$ cat config.mk
export PLATFORM = sky130hd
export DESIGN_NAME = salc_ram
export DESIGN_NICKNAME = d
export VERILOG_FILES = /design/src/rtl/salc_ram.sv
export SDC_FILE = /design/constraint.sdc
export NUM_CORES = 1
export LEC_CHECK = 0
export BUFFER_PORTS_ARGS = -buffer_cell sky130_fd_sc_hd__buf_2
export CAP_MARGIN = 20
export CORE_MARGIN = 10
export CORE_UTILIZATION = 48
export CTS_BUF_LIST = sky130_fd_sc_hd__clkbuf_4
export CTS_CLUSTER_DIAMETER = 150
export CTS_CLUSTER_SIZE = 10
export DETAILED_ROUTE_END_ITERATION = 6
export GPL_TIMING_DRIVEN = 0
export SLEW_MARGIN = 20
export SYNTH_ARGS = -nofsm -noshare
export SYNTH_HDL_FRONTEND = slang
export SYNTH_SLANG_ARGS = --single-unit
$ cat constraint.sdc
create_clock -name clk -period 3.05 [get_ports clk]
set_clock_uncertainty 0.1 [all_clocks]
set_input_delay 0 -clock clk [delete_from_list [all_inputs] [get_ports clk]]
set_output_delay 0 -clock clk [all_outputs]
set_load 0.005 [all_outputs]
$ cat src/rtl/salc_ram.sv
// Generic single-write-port RAM with one registered read port.
module salc_ram #(
  parameter int unsigned WIDTH = 8,
  parameter int unsigned DEPTH = 16,
  localparam int unsigned AW = (DEPTH > 1) ? $clog2(DEPTH) : 1
) (
  input  logic             clk,
  input  logic             we,
  input  logic [AW-1:0]    waddr,
  input  logic [WIDTH-1:0] wdata,
  input  logic [AW-1:0]    raddr,
  output logic [WIDTH-1:0] rdata
);

  logic [WIDTH-1:0] mem [DEPTH];

  // Read returns the old contents when the same row is written in the same cycle
  always_ff @(posedge clk) begin
    if (we) begin
      mem[waddr] <= wdata;
    end
    rdata <= mem[raddr];
  end

endmodule
==> results of run 1 <==
[metal layers]
metal	wire, µm	vias to the layer above	part of all wire [%]
met4	112	0	1.1
met2	4918	79	49
met1	4234	1215	42
met3	767	9	7.6
li1	-	1107	-
met5	0	-	0
[critical path, stage by stage, from the launching register on]
cell,delay [ns]
edfxtp_1,0.41
mux4_2,0.49
dlygate4sd3_1,0.57
a22oi_1,0.18
dlygate4sd3_1,0.57
nand2_1,0.06
[layout by cell type (no fill, tap or decap), drive strengths merged, types with 2 or more instances in the layout]
cell type,count
dlygate4sd3,21
edfxtp,128
nand2b,2
nor3,4
nand3b,2
nor2,13
clkinv,7
mux4,32
clkdlybuf4s25,3
clkbuf,19
buf,31
a22oi,16
bufinv,5
nand2,9
dfxtp,8
[state kept, by name, indices dropped and copies added, names as in the netlist]
| signal | flops |
|---|---|
| rdata | 8 |
| mem | 128 |
[area by class of cell]
class | count | area [µm²] | share of cell area, %
buffer | 10 | 86.33 | 1.435
clock buffer | 19 | 142.6 | 2.372
clock inverter | 13 | 203.9 | 3.391
sequential | 136 | 4004 | 66.57
multi-input combinational | 83 | 1077 | 17.91
timing repair buffer | 45 | 330.3 | 5.492
tap | 136 | 170.2 | 2.829
[report_power, final]
part           internal (W)  switching (W)
Clock              0.000750       0.000634
Combinational     0.0000998       0.000119
Sequential          0.00209     0.00000878
Total               0.00294       0.000762
[through the flow]
| stage | util [%] | total power [W] | instance area, µm² | hold slack, ns | setup slack (ns) |
|---|---|---|---|---|---|
| floorplan | - | 0.002244 | 5147 | -0.001131 | 1.457 |
| global placement | 52.44 | 0.002333 | 5438 | 0.2832 | 0.8287 |
| detailed placement | 52.63 | 0.002341 | 5458 | 0.2802 | 1.256 |
| CTS | 58.00 | 0.003729 | 6015 | 0.001470 | 0.5833 |
| global route | 58.00 | 0.003830 | 6015 | 0.03597 | 0.5317 |
| finish | 58.00 | 0.003697 | 6015 | 0.04732 | 0.5759 |
[cells by family (layout without fill, tap and decap cells)]
logic type,after synthesis,after routing
compound gates,16,16
buf+inv,10,87
flops,136,136
simple gates,35,35
mux,32,32
[worst min-delay path by stage]
| stage | start | to | slack, ns | cells after the start |
|---|---|---|---|---|
| 5_1_grt | we | mem[8][2] | 0.04 | 3 |
| 3_3_place_gp | rdata[0] | rdata[0] | 0.28 | 1 |
| 4_1_cts | we | mem[8][3] | 0.001 | 3 |
| 2_1_floorplan | wdata[0] | mem[0][0] | -0.001 | 0 |
| 3_5_place_dp | rdata[3] | rdata[3] | 0.28 | 1 |
| 6_report | we | mem[8][3] | 0.05 | 3 |
[timing repair]
| item | CTS | global route |
|---|---|---|
| hold buffers | 21 | 0 |
| resized for setup | 0 | 0 |
| endpoints found under the hold margin | 167 | 0 |
==> results.py, run 1 <==
metrics = {
    "yosys": {
        "synthCells": 229,
        "ys.flop_type": "edfxtp_1",
        "synthAdderAreaFrac_pct": 0,
        "seq_area_frac_synth_pct": 77.78,
        "ys_top_cells_by_count": "edfxtp_1, mux4_2, a22oi_1",
        "ys_warn_count": 0,
        "synth_mux_area_share_pct": 15.02,
        "synth_edf_count": 128,
        "yosysTopAreaCellShare_pct": 74.67,
        "synth-xor-area-share_pct": 0,
        "ys_seq_elements": 136,
        "synth_nets": 247,
        "syn_avg_cell_area_um2": 22.48,
        "post-synth-top-area-cell": "edfxtp_1",
        "yosys-top-cells-area": "edfxtp_1, mux4_2, mux4_1",
        "syn_area_um2": 5147,
        "yosysMostFrequentCell": "edfxtp_1",
        "synth_compound_area_share_pct": 2.333,
        "synth_top_family_by_area": "multiplexers",
        "synth-async-reset-ratio_pct": 0,
        "synth-simple-area-share_pct": 3.184,
        "ys_types": 19,
    },
    "global_route": {
        "grt_overflow_total": 0,
        "grt_use_total_pct": 14.04,
        "met2_usage_pct": 21.67,
        "grt_use_met1_pct": 18.43,
        "use_met3_pct": 4.831,
        "grt_busiest_layer": "met2",
        "grt_max_degree": 17,
        "grt_antenna_before_repair": 0,
        "grt_pass1_wl_um": 15040,
        "grt_pass1_vias": 2525,
    },
    "clock_tree": {
        "cts_root_buf": "clkbuf_4",
        "cts_tree": "built",
        "cts.sinks": 136,
        "clkLatencyLatePin_ns": 0.51,
        "clk_pin_slew_ns": 0.12,
        "cts-htree-levels": 4,
        "cts_buffers": 17,
        "post_cts_buffers": 0,
        "clockBufferDepth": 2,
    },
    "worst_setup_path": {
        "cp-startpoint": "mem[3][7]",
        "worstPathArrival_ns": 2.78,
        "start_kind": "register",
        "endpoint": "rdata[7]",
        "critical_path.reg2reg.startpoint": "mem[3][7]",
        "ff2ff_setup_slack_ns": 0.58,
        "timing.rr.end": "rdata[7]",
        "path_class": "register to register",
        "critPathMaxFanout": 1,
        "worst_setup_path_end_kind": "register",
        "critPathRequiredTime_ns": 3.35,
        "worst_r2r_path_depth": 5,
    },
    "die": {
        "initial_core_util_pct": 49.64,
        "core_um2": 10370,
        "die_width_um": 123.6,
        "die_h_um": 123.6,
        "num_rows": 37,
        "ioPinCount": 26,
        "die_area_um2": 15270,
    },
    "finish": {
        "areaGrowthSynthToFinish_pct": 16.84,
        "nNetsFinal": 311,
        "drive_gt1_share_pct": 29.08,
        "nFillCells": 792,
        "antenna_cells": 0,
        "stdcell_count": 442,
    },
    "detailed_routing": {
        "drt.antenna.violating_nets": 0,
        "routed_wire_length_per_instance_um": 22.70,
        "first_pass_iters": 4,
        "routed_via_density": 5.452,
        "finalWirelength_um": 10030,
        "drcViolationCount": 0,
        "via_count": 2410,
        "drt-initial-drc-count": 181,
    },
    "timing": {
        "setup_violations": 0,
        "final-hold-violation-count": 0,
        "post-route-period-util_pct": 81.12,
        "relSlewSlack_pct": 46.79,
        "layout_min_cycle_time_ns": 2.474,
        "rsz0062_at_grt": "false",
        "max_freq_mhz": 404.2,
        "fin_setup_tns_ns": 0,
        "drv_slew": 0,
        "tightest_slew_ns": 0.7951,
    },
    "power_and_ir_drop": {
        "peakVddDrop_mv": 0.3359,
        "powerDensity_nw_per_um2": 614.7,
        "leakagePower_nw": 2.020,
    },
    "hold_path": {
        "min_path_type": "input pin to register",
    },
    "place": {
        "place_inst": 389,
        "io_buffers": 24,
        "place.gp.congestion": 0.7265,
        "hpwl_um": 6292,
    },
    "flow_run": {
        "cap_violations": 0,
    },
    "run_status": {
        "status": "complete, no violations",
    },
}
Power figures use the tool's default switching activity.
==> run 2: changes to the inputs <==
--- a/config.mk
+++ b/config.mk
@@ -5,6 +5,7 @@
 export SDC_FILE = /design/constraint.sdc
 export NUM_CORES = 1
 export LEC_CHECK = 0
+export ABC_AREA = 1
 export BUFFER_PORTS_ARGS = -buffer_cell sky130_fd_sc_hd__buf_2
 export CAP_MARGIN = 20
 export CORE_MARGIN = 10
==> constraint.sdc (replaced) <==
create_clock -name clk -period 2.6 [get_ports clk]
set_clock_uncertainty 0.1 [all_clocks]
set_input_delay 0 -clock clk [delete_from_list [all_inputs] [get_ports clk]]
set_output_delay 0 -clock clk [all_outputs]
set_load 0.005 [all_outputs]
==> run 2 against run 1 <==
Compared with the run above:
- non-clock buffer count grew 14
- register-to-register slack lost 0.12 ns
- sequential share of layout area shrank 5.4 points
- die area grew 10%
- clock power shrank 7%
- power grew 11%
- final cell count grew 75%
- hold slack gained 0.25 ns
- largest power group unchanged
- routed wire length grew 39%
- global-route usage grew 3.4 points
- combinational power grew 58%
==> results.py, run 2 <==
metrics = {
    "yosys": {
        "yosysMostFrequentCell": "nand2_1",
        "yosysTopAreaCellShare_pct": 66.65,
        "synth_nets": 569,
        "ys_warn_count": 0,
        "seq_area_frac_synth_pct": 69.43,
        "ys_seq_elements": 136,
        "synthCells": 551,
        "yosys-top-cells-area": "edfxtp_1, nand2_1, nand3_1",
        "synth_edf_count": 128,
        "ys.flop_type": "edfxtp_1",
        "post-synth-top-area-cell": "edfxtp_1",
        "ys_top_cells_by_count": "nand2_1, edfxtp_1, inv_1",
        "syn_area_um2": 5767,
        "ys_types": 12,
        "synth-async-reset-ratio_pct": 0,
        "syn_avg_cell_area_um2": 10.47,
    },
    "detailed_routing": {
        "drcViolationCount": 0,
        "wl_met3_um": 863,
        "drt-initial-drc-count": 500,
        "routed_wire_length_per_instance_um": 18.09,
        "first_pass_iters": 6,
        "drt.antenna.violating_nets": 0,
        "wirelength_met1_um": 6243,
        "via_count": 3934,
        "finalWirelength_um": 13970,
        "dr_wl_met2_um": 6624,
        "highest_layer": "met4",
        "routed_via_density": 5.096,
    },
    "timing": {
        "drv_slew": 0,
        "fin_setup_tns_ns": 0,
        "max_freq_mhz": 429.9,
        "final-hold-violation-count": 0,
        "post-route-period-util_pct": 89.46,
        "setup_violations": 0,
        "layout_min_cycle_time_ns": 2.326,
        "rsz0062_at_grt": "false",
        "relSlewSlack_pct": 34.10,
        "tightest_slew_ns": 0.9848,
    },
    "global_route": {
        "grt_pass1_vias": 3751,
        "grt_pass1_wl_um": 21220,
        "grt_max_degree": 17,
        "grt_overflow_total": 0,
        "grt_antenna_before_repair": 1,
        "grt_use_total_pct": 17.39,
    },
    "worst_setup_path": {
        "ff2ff_setup_slack_ns": 0.46,
        "critPathRequiredTime_ns": 2.95,
        "start_kind": "input pin",
        "path_class": "input pin to register",
        "worstPathArrival_ns": 2.67,
        "worst_setup_path_end_kind": "register",
        "critPathMaxFanout": 10,
    },
    "die": {
        "core_um2": 11610,
        "ioPinCount": 26,
        "die_area_um2": 16800,
        "die_width_um": 129.6,
        "num_rows": 39,
        "initial_core_util_pct": 49.66,
        "die_h_um": 129.6,
    },
    "finish": {
        "top_regs": "mem: 128 flops, rdata: 8 flops",
        "final_cell_mix": "nand2_1, edfxtp_1, inv_1, nand3_1, buf_2",
        "largest_reg_flops": 128,
        "top_register": "mem",
        "fin_util_pct": 56.33,
        "drive_gt1_share_pct": 11.78,
        "nNetsFinal": 633,
        "areaGrowthSynthToFinish_pct": 13.45,
        "nFillCells": 1024,
        "final_common_cell": "nand2_1",
        "design_area_um2": 6543,
    },
    "hold_path": {
        "min_path_type": "input pin to register",
    },
    "power_and_ir_drop": {
        "peakVddDrop_mv": 0.3092,
        "powerDensity_nw_per_um2": 625.3,
        "leakagePower_nw": 2.848,
        "finalPower_w": 0.004091,
    },
    "clock_tree": {
        "cts-htree-levels": 4,
        "post_cts_resized": 0,
        "cts_buffers": 17,
        "clkLatencyLatePin_ns": 0.56,
        "cts.sinks": 136,
        "cts_tree": "built",
        "post_cts_buffers": 0,
        "cts_root_buf": "clkbuf_4",
        "clk_pin_slew_ns": 0.10,
        "clockBufferDepth": 2,
    },
    "run_status": {
        "status": "complete, no violations",
    },
    "flow_run": {
        "cap_violations": 0,
    },
    "place": {
        "place_area_um2": 6056,
        "io_buffers": 22,
        "hpwl_um": 9016,
        "place.gp.congestion": 0.8429,
    },
}
## run 2: changes by cell type after synthesis, moves of 3 or more
cell             before  now
nand2_1               9  173
nor3_1                4    0
buf_4                 1    4
nand3_1               1   97
mux4_1               14    0
clkdlybuf4s25_2       3    0
nor2_1               13   17
buf_6                 3    6
inv_1                 0  100
a22oi_1              16    0
buf_2                 3   13
mux4_2               18    0
## run 2: worst paths after layout
kind | cells past startpoint | to | startpoint
setup / recovery | 11 | rdata[0] | raddr[0]
hold / removal | 2 | mem[14][7] | wdata[7]
hold reg to reg | 6 | rdata[2] | mem[6][2]
setup reg to reg | 8 | rdata[0] | mem[3][0]
## run 2: kinds of logic (layout without fill, tap and decap cells)
| kind of cell | after synthesis | after routing | share of synthesized area, % |
|---|---|---|---|
| simple gates | 289 | 289 | 21.05 |
| flops | 136 | 136 | 69.43 |
| buf+inv | 126 | 203 | 9.525 |
| other cells | 0 | 1 | 0 |
## run 2: layout make-up
type	count	area (µm²)	area share (%)
flip-flops and latches	136	4004	61.20
multi-input cells	289	1214	18.55
inverters	102	382.9	5.852
repair buffers	45	340.3	5.202
well taps	143	178.9	2.735
plain buffers	24	166.4	2.544
clock buffers	19	142.6	2.180
clock inverters	13	111.4	1.702
diodes	1	2.502	0.03825
## run 2: timing repair
item                                    in CTS  in global routing
endpoints found under the hold margin      200                  0
endpoints found under the setup margin       0                  0
hold buffers                                23                  0
## run 2: through the flow
stage | instances | setup slack (ns) | hold slack [ns]
after floorplan | 551 | 1.549 | -0.001131
after global placement | 716 | 1.004 | 0.2810
after detailed placement | 716 | 0.9702 | 0.2809
after CTS | 771 | 0.3501 | 0.2675
after global routing | 772 | 0.2238 | 0.2901
final | 772 | 0.2741 | 0.3007
## run 2: worst max-delay path, stage by stage
cell	delay, ns
dlygate4sd3_1	0.54
buf_2	0.14
inv_2	0.16
buf_2	0.31
nand2_1	0.10
nand3_1	0.08
nand3_1	0.08
nand3_1	0.09
dlygate4sd3_1	0.56
nand2_1	0.05
dlygate4sd3_1	0.56
## run 2: metal layers
| layer | vias up | track usage, % |
|---|---|---|
| met4 | 0 | 8.333 |
| met3 | 22 | 4.241 |
| met1 | 1856 | 23.19 |
| met2 | 147 | 26.22 |
| li1 | 1909 | - |
| met5 | - | 0 |
## run 2: report_power, final
group	leakage, nW	internal, W	switching, W
Clock	0.143	0.000566	0.000723
Combinational	1.48	0.000118	0.000227
Sequential	1.22	0.00245	0.0000111
Total	2.85	0.00313	0.000960
